<file path="src/hw/rtl/atsc_pkg.sv">
// Shared constants for the adaptive threshold step counter: field widths,
// register indexes and reset values. No dependencies.
package atsc_pkg;

  // Default sizes handed to the top level.
  localparam int SAMPLE_BITS_DEF = 13;
  localparam int COUNT_BITS_DEF  = 32;

  // Fixed field widths.
  localparam int CFG_W      = 13;  // widest register
  localparam int STEP_W     = 8;   // adjust_step
  localparam int LEVEL_W    = 14;  // adaptive y/z thresholds
  localparam int TOTAL_W    = 32;  // reported step total
  localparam int CFG_IDX_W  = 3;

  // Result packing: step_seen, step_total, y_level, z_level, then zero fill.
  localparam int OUT_FIELDS_W = 1 + TOTAL_W + 2 * LEVEL_W;
  localparam int OUT_W        = ((OUT_FIELDS_W + 7) / 8) * 8;

  // Register indexes.
  localparam logic [CFG_IDX_W-1:0] REG_X_THRESHOLD  = 3'd0;
  localparam logic [CFG_IDX_W-1:0] REG_THRESH_MIN   = 3'd1;
  localparam logic [CFG_IDX_W-1:0] REG_THRESH_MAX   = 3'd2;
  localparam logic [CFG_IDX_W-1:0] REG_ADJUST_STEP  = 3'd3;
  localparam logic [CFG_IDX_W-1:0] REG_RAISE_MARGIN = 3'd4;
  localparam logic [CFG_IDX_W-1:0] REG_LOWER_MARGIN = 3'd5;

  // Reset values.
  localparam logic [CFG_W-1:0]   X_THRESHOLD_RST  = 13'd35;
  localparam logic [CFG_W-1:0]   THRESH_MIN_RST   = 13'd175;
  localparam logic [CFG_W-1:0]   THRESH_MAX_RST   = 13'd195;
  localparam logic [STEP_W-1:0]  ADJUST_STEP_RST  = 8'd2;
  localparam logic [CFG_W-1:0]   RAISE_MARGIN_RST = 13'd200;
  localparam logic [CFG_W-1:0]   LOWER_MARGIN_RST = 13'd175;
  localparam logic [LEVEL_W-1:0] LEVEL_RST        = 14'd185;

endpackage

</file>
<file path="src/hw/rtl/adaptive_threshold_step_counter_top.sv">
// Adaptive threshold step counter, top level and only module.
// Depends on atsc_pkg for widths, register indexes and reset values.
//
// Takes one three-axis accelerometer sample per request and returns one
// result per sample: a step flag, the saturating step total and the current
// adaptive Y and Z thresholds. The first sample after reset only seeds the
// previous-sample registers. For later samples each axis computes the change
// of magnitude against the previous sample; X is checked against a fixed
// threshold, Y and Z against thresholds that move by adjust_step when the
// change overshoots them by more than raise_margin (clamped to
// thresh_min..thresh_max first). A step counts when X and (Y or Z) pass and
// the vibrating flag is low. Throughput is one sample per clock: all the
// work is a short compare/add path from the slave port into the state and
// the result register, so m_axis_tvalid rises in the cycle after
// acceptance. The result register accepts a new sample whenever it is
// empty or being drained in the same cycle; only output back-pressure stalls
// the input. Configuration registers are written through the cfg port, which
// is always ready; write them only while no sample is in flight.
module adaptive_threshold_step_counter_top #(
  parameter int SAMPLE_BITS = atsc_pkg::SAMPLE_BITS_DEF,
  parameter int COUNT_BITS  = atsc_pkg::COUNT_BITS_DEF
) (
  input  logic                                clk,
  input  logic                                rst,
  // sample stream
  input  logic                                s_axis_tvalid,
  output logic                                s_axis_tready,
  // [SB-1:0] accel_x, [2SB-1:SB] accel_y, [3SB-1:2SB] accel_z, zero fill
  input  logic [((3*SAMPLE_BITS+7)/8)*8-1:0]  s_axis_tdata,
  // [0] vibrating
  input  logic                                s_axis_tuser,
  // result stream
  output logic                                m_axis_tvalid,
  input  logic                                m_axis_tready,
  // [0] step_seen, [32:1] step_total, [46:33] y_level, [60:47] z_level
  output logic [atsc_pkg::OUT_W-1:0]          m_axis_tdata,
  // configuration writes
  input  logic                                cfg_valid,
  output logic                                cfg_ready,
  input  logic [atsc_pkg::CFG_IDX_W-1:0]      cfg_index,
  input  logic [atsc_pkg::CFG_W-1:0]          cfg_data
);
  import atsc_pkg::*;

  // compare width covers both the axis change and the 14-bit levels
  localparam int CW = ((SAMPLE_BITS > LEVEL_W) ? SAMPLE_BITS : LEVEL_W) + 1;

  typedef struct packed {
    logic               valid;
    logic [LEVEL_W-1:0] level;
  } adapt_t;

  // configuration registers
  logic [CFG_W-1:0]  x_threshold;
  logic [CFG_W-1:0]  thresh_min;
  logic [CFG_W-1:0]  thresh_max;
  logic [STEP_W-1:0] adjust_step;
  logic [CFG_W-1:0]  raise_margin;
  logic [CFG_W-1:0]  lower_margin;

  // sample state
  logic [SAMPLE_BITS-1:0] prev_x, prev_y, prev_z;
  logic                   seeded;
  logic [LEVEL_W-1:0]     y_thresh, z_thresh;
  logic [COUNT_BITS-1:0]  step_counter;

  logic [LEVEL_W-1:0]     y_thresh_next, z_thresh_next;
  logic [COUNT_BITS-1:0]  step_counter_next;

  logic                   accept;
  logic [SAMPLE_BITS-1:0] cur_x, cur_y, cur_z;
  logic [SAMPLE_BITS-1:0] dx, dy, dz;
  adapt_t                 y_res, z_res;
  logic                   x_ok;
  logic                   step_hit;

  // magnitude of a two's complement sample; the most negative code maps to
  // 2^(SB-1), which still fits unsigned
  function automatic logic [SAMPLE_BITS-1:0] mag(input logic [SAMPLE_BITS-1:0] v);
    mag = v[SAMPLE_BITS-1] ? (~v + SAMPLE_BITS'(1)) : v;
  endfunction

  function automatic logic [SAMPLE_BITS-1:0] change(input logic [SAMPLE_BITS-1:0] a,
                                                    input logic [SAMPLE_BITS-1:0] b);
    logic [SAMPLE_BITS-1:0] ma;
    logic [SAMPLE_BITS-1:0] mb;
    ma = mag(a);
    mb = mag(b);
    change = (ma >= mb) ? (ma - mb) : (mb - ma);
  endfunction

  // validity check and threshold adaptation for one adaptive axis
  function automatic adapt_t adapt_level(input logic [SAMPLE_BITS-1:0] d_in,
                                         input logic [LEVEL_W-1:0]     t,
                                         input logic [CFG_W-1:0]       mn,
                                         input logic [CFG_W-1:0]       mx,
                                         input logic [STEP_W-1:0]      stp,
                                         input logic [CFG_W-1:0]       raise,
                                         input logic [CFG_W-1:0]       lower);
    adapt_t             r;
    logic [CW-1:0]      d;
    logic [CW-1:0]      te;
    logic [LEVEL_W-1:0] mn_l;
    logic [LEVEL_W-1:0] mx_l;
    logic [LEVEL_W-1:0] stp_l;
    logic [LEVEL_W-1:0] tc;
    d     = CW'(d_in);
    te    = CW'(t);
    mn_l  = LEVEL_W'(mn);
    mx_l  = LEVEL_W'(mx);
    stp_l = LEVEL_W'(stp);
    // upper bound tested first, as the clamp is specified
    tc    = (t > mx_l) ? mx_l : ((t < mn_l) ? mn_l : t);
    r.valid = (d >= te);
    r.level = t;
    if (r.valid) begin
      if ((d - te) > CW'(raise)) begin
        r.level = (tc < mx_l) ? (tc + stp_l) : tc;
      end else if ((te > d) && ((te - d) > CW'(lower))) begin
        if (tc > mn_l) begin
          r.level = (tc >= stp_l) ? (tc - stp_l) : '0;
        end else begin
          r.level = tc;
        end
      end
    end
    return r;
  endfunction

  // Handshakes: take a sample whenever the result register is free or
  // draining this cycle.
  assign s_axis_tready = !m_axis_tvalid || m_axis_tready;
  assign accept        = s_axis_tvalid && s_axis_tready;
  assign cfg_ready     = 1'b1;

  assign cur_x = s_axis_tdata[SAMPLE_BITS-1:0];
  assign cur_y = s_axis_tdata[2*SAMPLE_BITS-1:SAMPLE_BITS];
  assign cur_z = s_axis_tdata[3*SAMPLE_BITS-1:2*SAMPLE_BITS];

  assign dx = change(cur_x, prev_x);
  assign dy = change(cur_y, prev_y);
  assign dz = change(cur_z, prev_z);

  assign x_ok  = (CW'(dx) >= CW'(x_threshold));
  assign y_res = adapt_level(dy, y_thresh, thresh_min, thresh_max, adjust_step,
                             raise_margin, lower_margin);
  assign z_res = adapt_level(dz, z_thresh, thresh_min, thresh_max, adjust_step,
                             raise_margin, lower_margin);

  // the seeding sample leaves counter and thresholds alone
  assign step_hit = seeded && x_ok && (y_res.valid || z_res.valid) && !s_axis_tuser;

  always_comb begin
    y_thresh_next     = seeded ? y_res.level : y_thresh;
    z_thresh_next     = seeded ? z_res.level : z_thresh;
    step_counter_next = step_counter;
    if (step_hit && !(&step_counter)) begin
      step_counter_next = step_counter + COUNT_BITS'(1);
    end
  end

  // Configuration registers: ignore indexes beyond the list.
  always_ff @(posedge clk) begin
    if (rst) begin
      x_threshold  <= X_THRESHOLD_RST;
      thresh_min   <= THRESH_MIN_RST;
      thresh_max   <= THRESH_MAX_RST;
      adjust_step  <= ADJUST_STEP_RST;
      raise_margin <= RAISE_MARGIN_RST;
      lower_margin <= LOWER_MARGIN_RST;
    end else if (cfg_valid && cfg_ready) begin
      case (cfg_index)
        REG_X_THRESHOLD:  x_threshold  <= cfg_data;
        REG_THRESH_MIN:   thresh_min   <= cfg_data;
        REG_THRESH_MAX:   thresh_max   <= cfg_data;
        REG_ADJUST_STEP:  adjust_step  <= cfg_data[STEP_W-1:0];
        REG_RAISE_MARGIN: raise_margin <= cfg_data;
        REG_LOWER_MARGIN: lower_margin <= cfg_data;
        default: ;
      endcase
    end
  end

  // Sample state: advance on every accepted request.
  always_ff @(posedge clk) begin
    if (rst) begin
      prev_x       <= '0;
      prev_y       <= '0;
      prev_z       <= '0;
      seeded       <= 1'b0;
      y_thresh     <= LEVEL_RST;
      z_thresh     <= LEVEL_RST;
      step_counter <= '0;
    end else if (accept) begin
      prev_x       <= cur_x;
      prev_y       <= cur_y;
      prev_z       <= cur_z;
      seeded       <= 1'b1;
      y_thresh     <= y_thresh_next;
      z_thresh     <= z_thresh_next;
      step_counter <= step_counter_next;
    end
  end

  // Result register: load on accept, drop valid once drained.
  always_ff @(posedge clk) begin
    if (rst) begin
      m_axis_tvalid <= 1'b0;
    end else if (accept) begin
      m_axis_tvalid <= 1'b1;
    end else if (m_axis_tready) begin
      m_axis_tvalid <= 1'b0;
    end
  end

  always_ff @(posedge clk) begin
    if (accept) begin
      m_axis_tdata <= OUT_W'({z_thresh_next, y_thresh_next,
                              TOTAL_W'(step_counter_next), step_hit});
    end
  end

  // The counter only moves up, and only by one.
  a_count_monotonic: assert property (@(posedge clk) disable iff (rst)
    !$past(rst) |-> (step_counter == $past(step_counter)) ||
                    (step_counter == $past(step_counter) + COUNT_BITS'(1)))
    else $error("step counter jumped or fell");

  // A counted step raises the counter unless it is already full.
  a_step_counts: assert property (@(posedge clk) disable iff (rst)
    accept && step_hit |=> (step_counter == $past(step_counter) + COUNT_BITS'(1)) ||
                           (&step_counter))
    else $error("step seen but counter did not advance");

  // The seeding sample never counts a step.
  a_seed_quiet: assert property (@(posedge clk) disable iff (rst)
    accept && !seeded |-> !step_hit)
    else $error("step counted on the seeding sample");

endmodule

</file>
<file path="config.mk">
export PLATFORM = sky130hd
export DESIGN_NAME = adaptive_threshold_step_counter_top
export DESIGN_NICKNAME = d
export VERILOG_FILES = /design/src/hw/rtl/atsc_pkg.sv /design/src/hw/rtl/adaptive_threshold_step_counter_top.sv
export SDC_FILE = /design/constraint.sdc
export NUM_CORES = 1
export LEC_CHECK = 0
export BUFFER_PORTS_ARGS = -buffer_cell sky130_fd_sc_hd__buf_4
export CAP_MARGIN = 20
export CORE_MARGIN = 2
export CORE_UTILIZATION = 45
export CTS_BUF_LIST = sky130_fd_sc_hd__clkbuf_2
export DETAILED_ROUTE_END_ITERATION = 6
export GPL_TIMING_DRIVEN = 0
export HOLD_SLACK_MARGIN = 0.12
export SETUP_SLACK_MARGIN = 0.3
export SYNTH_ARGS = -nofsm -noshare
export SYNTH_HDL_FRONTEND = slang
export SYNTH_SLANG_ARGS = --single-unit
</file>
<file path="constraint.sdc">
create_clock -name clk -period 7.8 [get_ports clk]
set_input_delay 1.17 -clock clk [delete_from_list [all_inputs] [get_ports clk]]
set_output_delay 1.17 -clock clk [all_outputs]
set_load 0.05 [all_outputs]
</file>
==> flow_summary_export.csv <==
group,metric,value,unit
global_routing,grt_overflow,0,
timing,fin_skew,0.144,ns
synth,synthFlopType,"dfxtp_1",
worst_setup_path,worst-endpoint-required,8.59,ns
clock_tree,cts_max_path_buffers,3,
timing,setup_slack,0.176,ns
timing,hold_viol_final,0,
timing,tightest_slew,1.19,ns
worst_setup_path,crit_top_cell,"buf_6",
synth,synthTopCellsByCount,"368 x nand2_1, 331 x ha_1, 286 x a21oi_1",
floorplan,initial_utilization,0.455,
route,avgRoutedWirePerCell,21.0,um
route,drt_iter0_drc,1408,
place,gp_congestion,1.04,
synth,synth_edf_count,61,
global_routing,antenna_found_initial,7,
worst_setup_path,cp_slowest_cell,"or4_4",
worst_hold_path,hold_class,"primary input to flip-flop",
floorplan,fp.dieW,234,um
route,drt_wl_total,85100,um
power_and_ir_drop,vdd_drop_max,0.237,mV
floorplan,die_area,54900,sq um
timing,tns,0,ns
run,drv_cap,0,
route,via_per_inst,5.82,
synth,synth_seq_area_share,0.223,
synth,async_reset_ff_frac,0,
clock_tree,clk_latency,1.07,ns
timing,period_minus_slack,7.62,ns
floorplan,io_pins,129,
floorplan,num_rows,84,
clock_tree,cts_tree,"done",
synth,yosys_register_bits,235,
clock_tree,cts-root-buf,"clkbuf_2",
timing,timing.final.crit_share,0.977,
worst_setup_path,cp-end-kind,"flip-flop",
power_and_ir_drop,power_leakage,12.4,nW
synth,netlist_area,23900,sq um
worst_setup_path,crit_start,"prev_y[1]$_SDFFE_PP0P_",
synth,yosys.area.top_type,"ha_1",
worst_setup_path,r2r-start,"prev_y[1]$_SDFFE_PP0P_",
synth,synth_cell_types,103,
power_and_ir_drop,p_total,11.3,mW
place,place_inst,3843,
timing,slew_headroom,0.205,
worst_setup_path,path_delay_family,"compound AO/OA/AOI/OAI gates",
synth,yosys_warnings,0,
worst_setup_path,startpoint_type,"flip-flop",
floorplan,coreArea,52400,sq um
clock_tree,numClockSinks,235,
worst_setup_path,slowest_delay,0.53,ns
worst_setup_path,crit_buf_inv,9,
timing,whs,0.358,ns
global_routing,grtUsageTotal,0.303,
global_routing,grt_pass1_vias,22300,
synth,synth.most_common_cell,"nand2_1",
synth,synth_top_area_share,0.174,
final_layout,area_growth,18.8,%
worst_setup_path,cp.arrival,8.41,ns
clock_tree,cts_max_level,3,
timing,rsz0062_at_grt,"true",
worst_setup_path,path_max_fanout,8,
synth,synth.area.top_cells,"ha_1 17%, dfxtp_1 15%, edfxtp_1 7.7%",
power_and_ir_drop,power_density,397,nW/um^2
route,drcViolationCount,0,
final_layout,num-nets-final,3717,
global_routing,grt_max_degree,60,
clock_tree,path_clk_slew,0.13,ns
global_routing,grt_pass1_wl,127000,um
synth,synthCells,3027,
worst_hold_path,hp-start,"s_axis_tdata[27]",
final_layout,drive_gt1_frac,0.187,
route,vias,23600,
timing,max_freq,131,MHz
worst_setup_path,setup.worst_path.class,"flip-flop to flip-flop",
route,dr.pass1.iters,5,
timing,setup_viol,0,
floorplan,die_y,234,um
place,hpwl,66500,um
run_status,status,"finished clean",
clock_tree,cts_buffers,67,
route,drtAntennaViolNets,0,
synth,avgSynthCellArea,7.88,sq um
place,place_ws,-1.53,ns
final_layout,final_cells,4051,
timing,slew_viol_final,0,
place,port_buffers,123,
final_layout,n_fill_cell,5065,
logic make-up after synthesis:
group | after synthesis | share of synthesized area
AND/OR/NAND/NOR | 949 | 0.191
AO/OA/AOI/OAI | 808 | 0.224
buffers and inverters | 399 | 0.0675
adder cells (fa/ha/maj) | 345 | 0.185
XOR/XNOR | 235 | 0.0863
flip-flops | 235 | 0.223
multiplexers | 54 | 0.0232
other | 2 | 0.000315
worst register-to-register path: cells and delay by family (launching register included):
kind / cells / cell delay (ns)
xor gates and xnor gates: 3 / 0.54
DFF: 1 / 0.34
and+or+nand+nor: 11 / 1.90
AOI/OAI and AO/OA: 13 / 2.40
adders and majority gates: 4 / 1.04
buffers and inverters: 9 / 1.16
placed cells by master, fill, tap and decap left out, types with 13 or more instances in the layout:
cell	instances
o21ai_1	30
a21oi_1	259
nand3_1	79
o21bai_1	22
nor3_1	31
clkbuf_2	108
edfxtp_1	61
inv_1	250
nor4_1	18
and2_1	13
a211oi_1	26
clkbuf_1	66
mux2i_1	38
buf_2	25
and3_1	32
nand2_1	361
a21o_1	85
nand4_1	55
nor2b_1	34
o211ai_1	40
xnor2_1	136
fa_1	13
o31ai_1	13
nand2b_1	43
xor2_1	83
clkinv_1	13
buf_4	216
o21ai_0	90
a21oi_2	29
nor2_1	171
ha_1	326
o21a_1	26
buf_6	16
dfxtp_1	165
o21ai_2	14
metrics by stage:
step	area, sq um	util
6_report	28300	0.540
5_1_grt	28300	0.540
4_1_cts	27400	0.523
3_5_place_dp	25900	0.494
3_3_place_gp	25900	0.493
2_1_floorplan	24100	-
power breakdown:
group	internal [mW]	total, mW	leakage [nW]	switching (mW)
Sequential	1.37	1.51	2.01	0.141
Clock	0.434	1.02	0.488	0.585
Combinational	3.45	8.72	9.90	5.27
what timing repair did:
action,in CTS,in global routing
pin swaps,55,89
resized for setup,106,171
cloned,2,1
setup endpoints to repair,121,112
hold buffers,0,0
buffers inserted,54,28
final cells by class:
| cell class | count | area, sq um | share of cell area |
|---|---|---|---|
| clock buffer | 97 | 485 | 0.0171 |
| multi-input combinational | 2395 | 18100 | 0.637 |
| tap | 688 | 861 | 0.0304 |
| inverter | 258 | 976 | 0.0344 |
| clock inverter | 22 | 170 | 0.00601 |
| timing repair buffer | 212 | 1670 | 0.0588 |
| buffer | 141 | 778 | 0.0275 |
| sequential | 235 | 5330 | 0.188 |
| antenna | 3 | 7.51 | 0.000265 |
sequential cells by signal (all words and copies together), names as in the netlist, 14 cells and up:
name          cells
y_thresh         14
z_thresh         14
step_counter     32
m_axis_tdata     61
metal layers:
layer / up-vias / routed length (um) / track usage
li1: 11300 / - / -
met1: 11200 / 35200 / 0.377
met2: 851 / 40000 / 0.511
met3: 200 / 5910 / 0.0494
met4: 4 / 4000 / 0.143
met5: - / 23 / 0
final timing paths:
kind / cells after the start / slack (ns) / to
worst max-delay path: 40 / 0.18 / m_axis_tdata[38]$_DFFE_PP_
worst min-delay path: 3 / 0.36 / prev_z[1]$_SDFFE_PP0P_
worst max register to register: 40 / 0.18 / m_axis_tdata[38]$_DFFE_PP_
worst min register to register: 2 / 0.46 / x_threshold[8]$_SDFFE_PP0P_
Note: power is estimated with default switching activity, not from simulation.
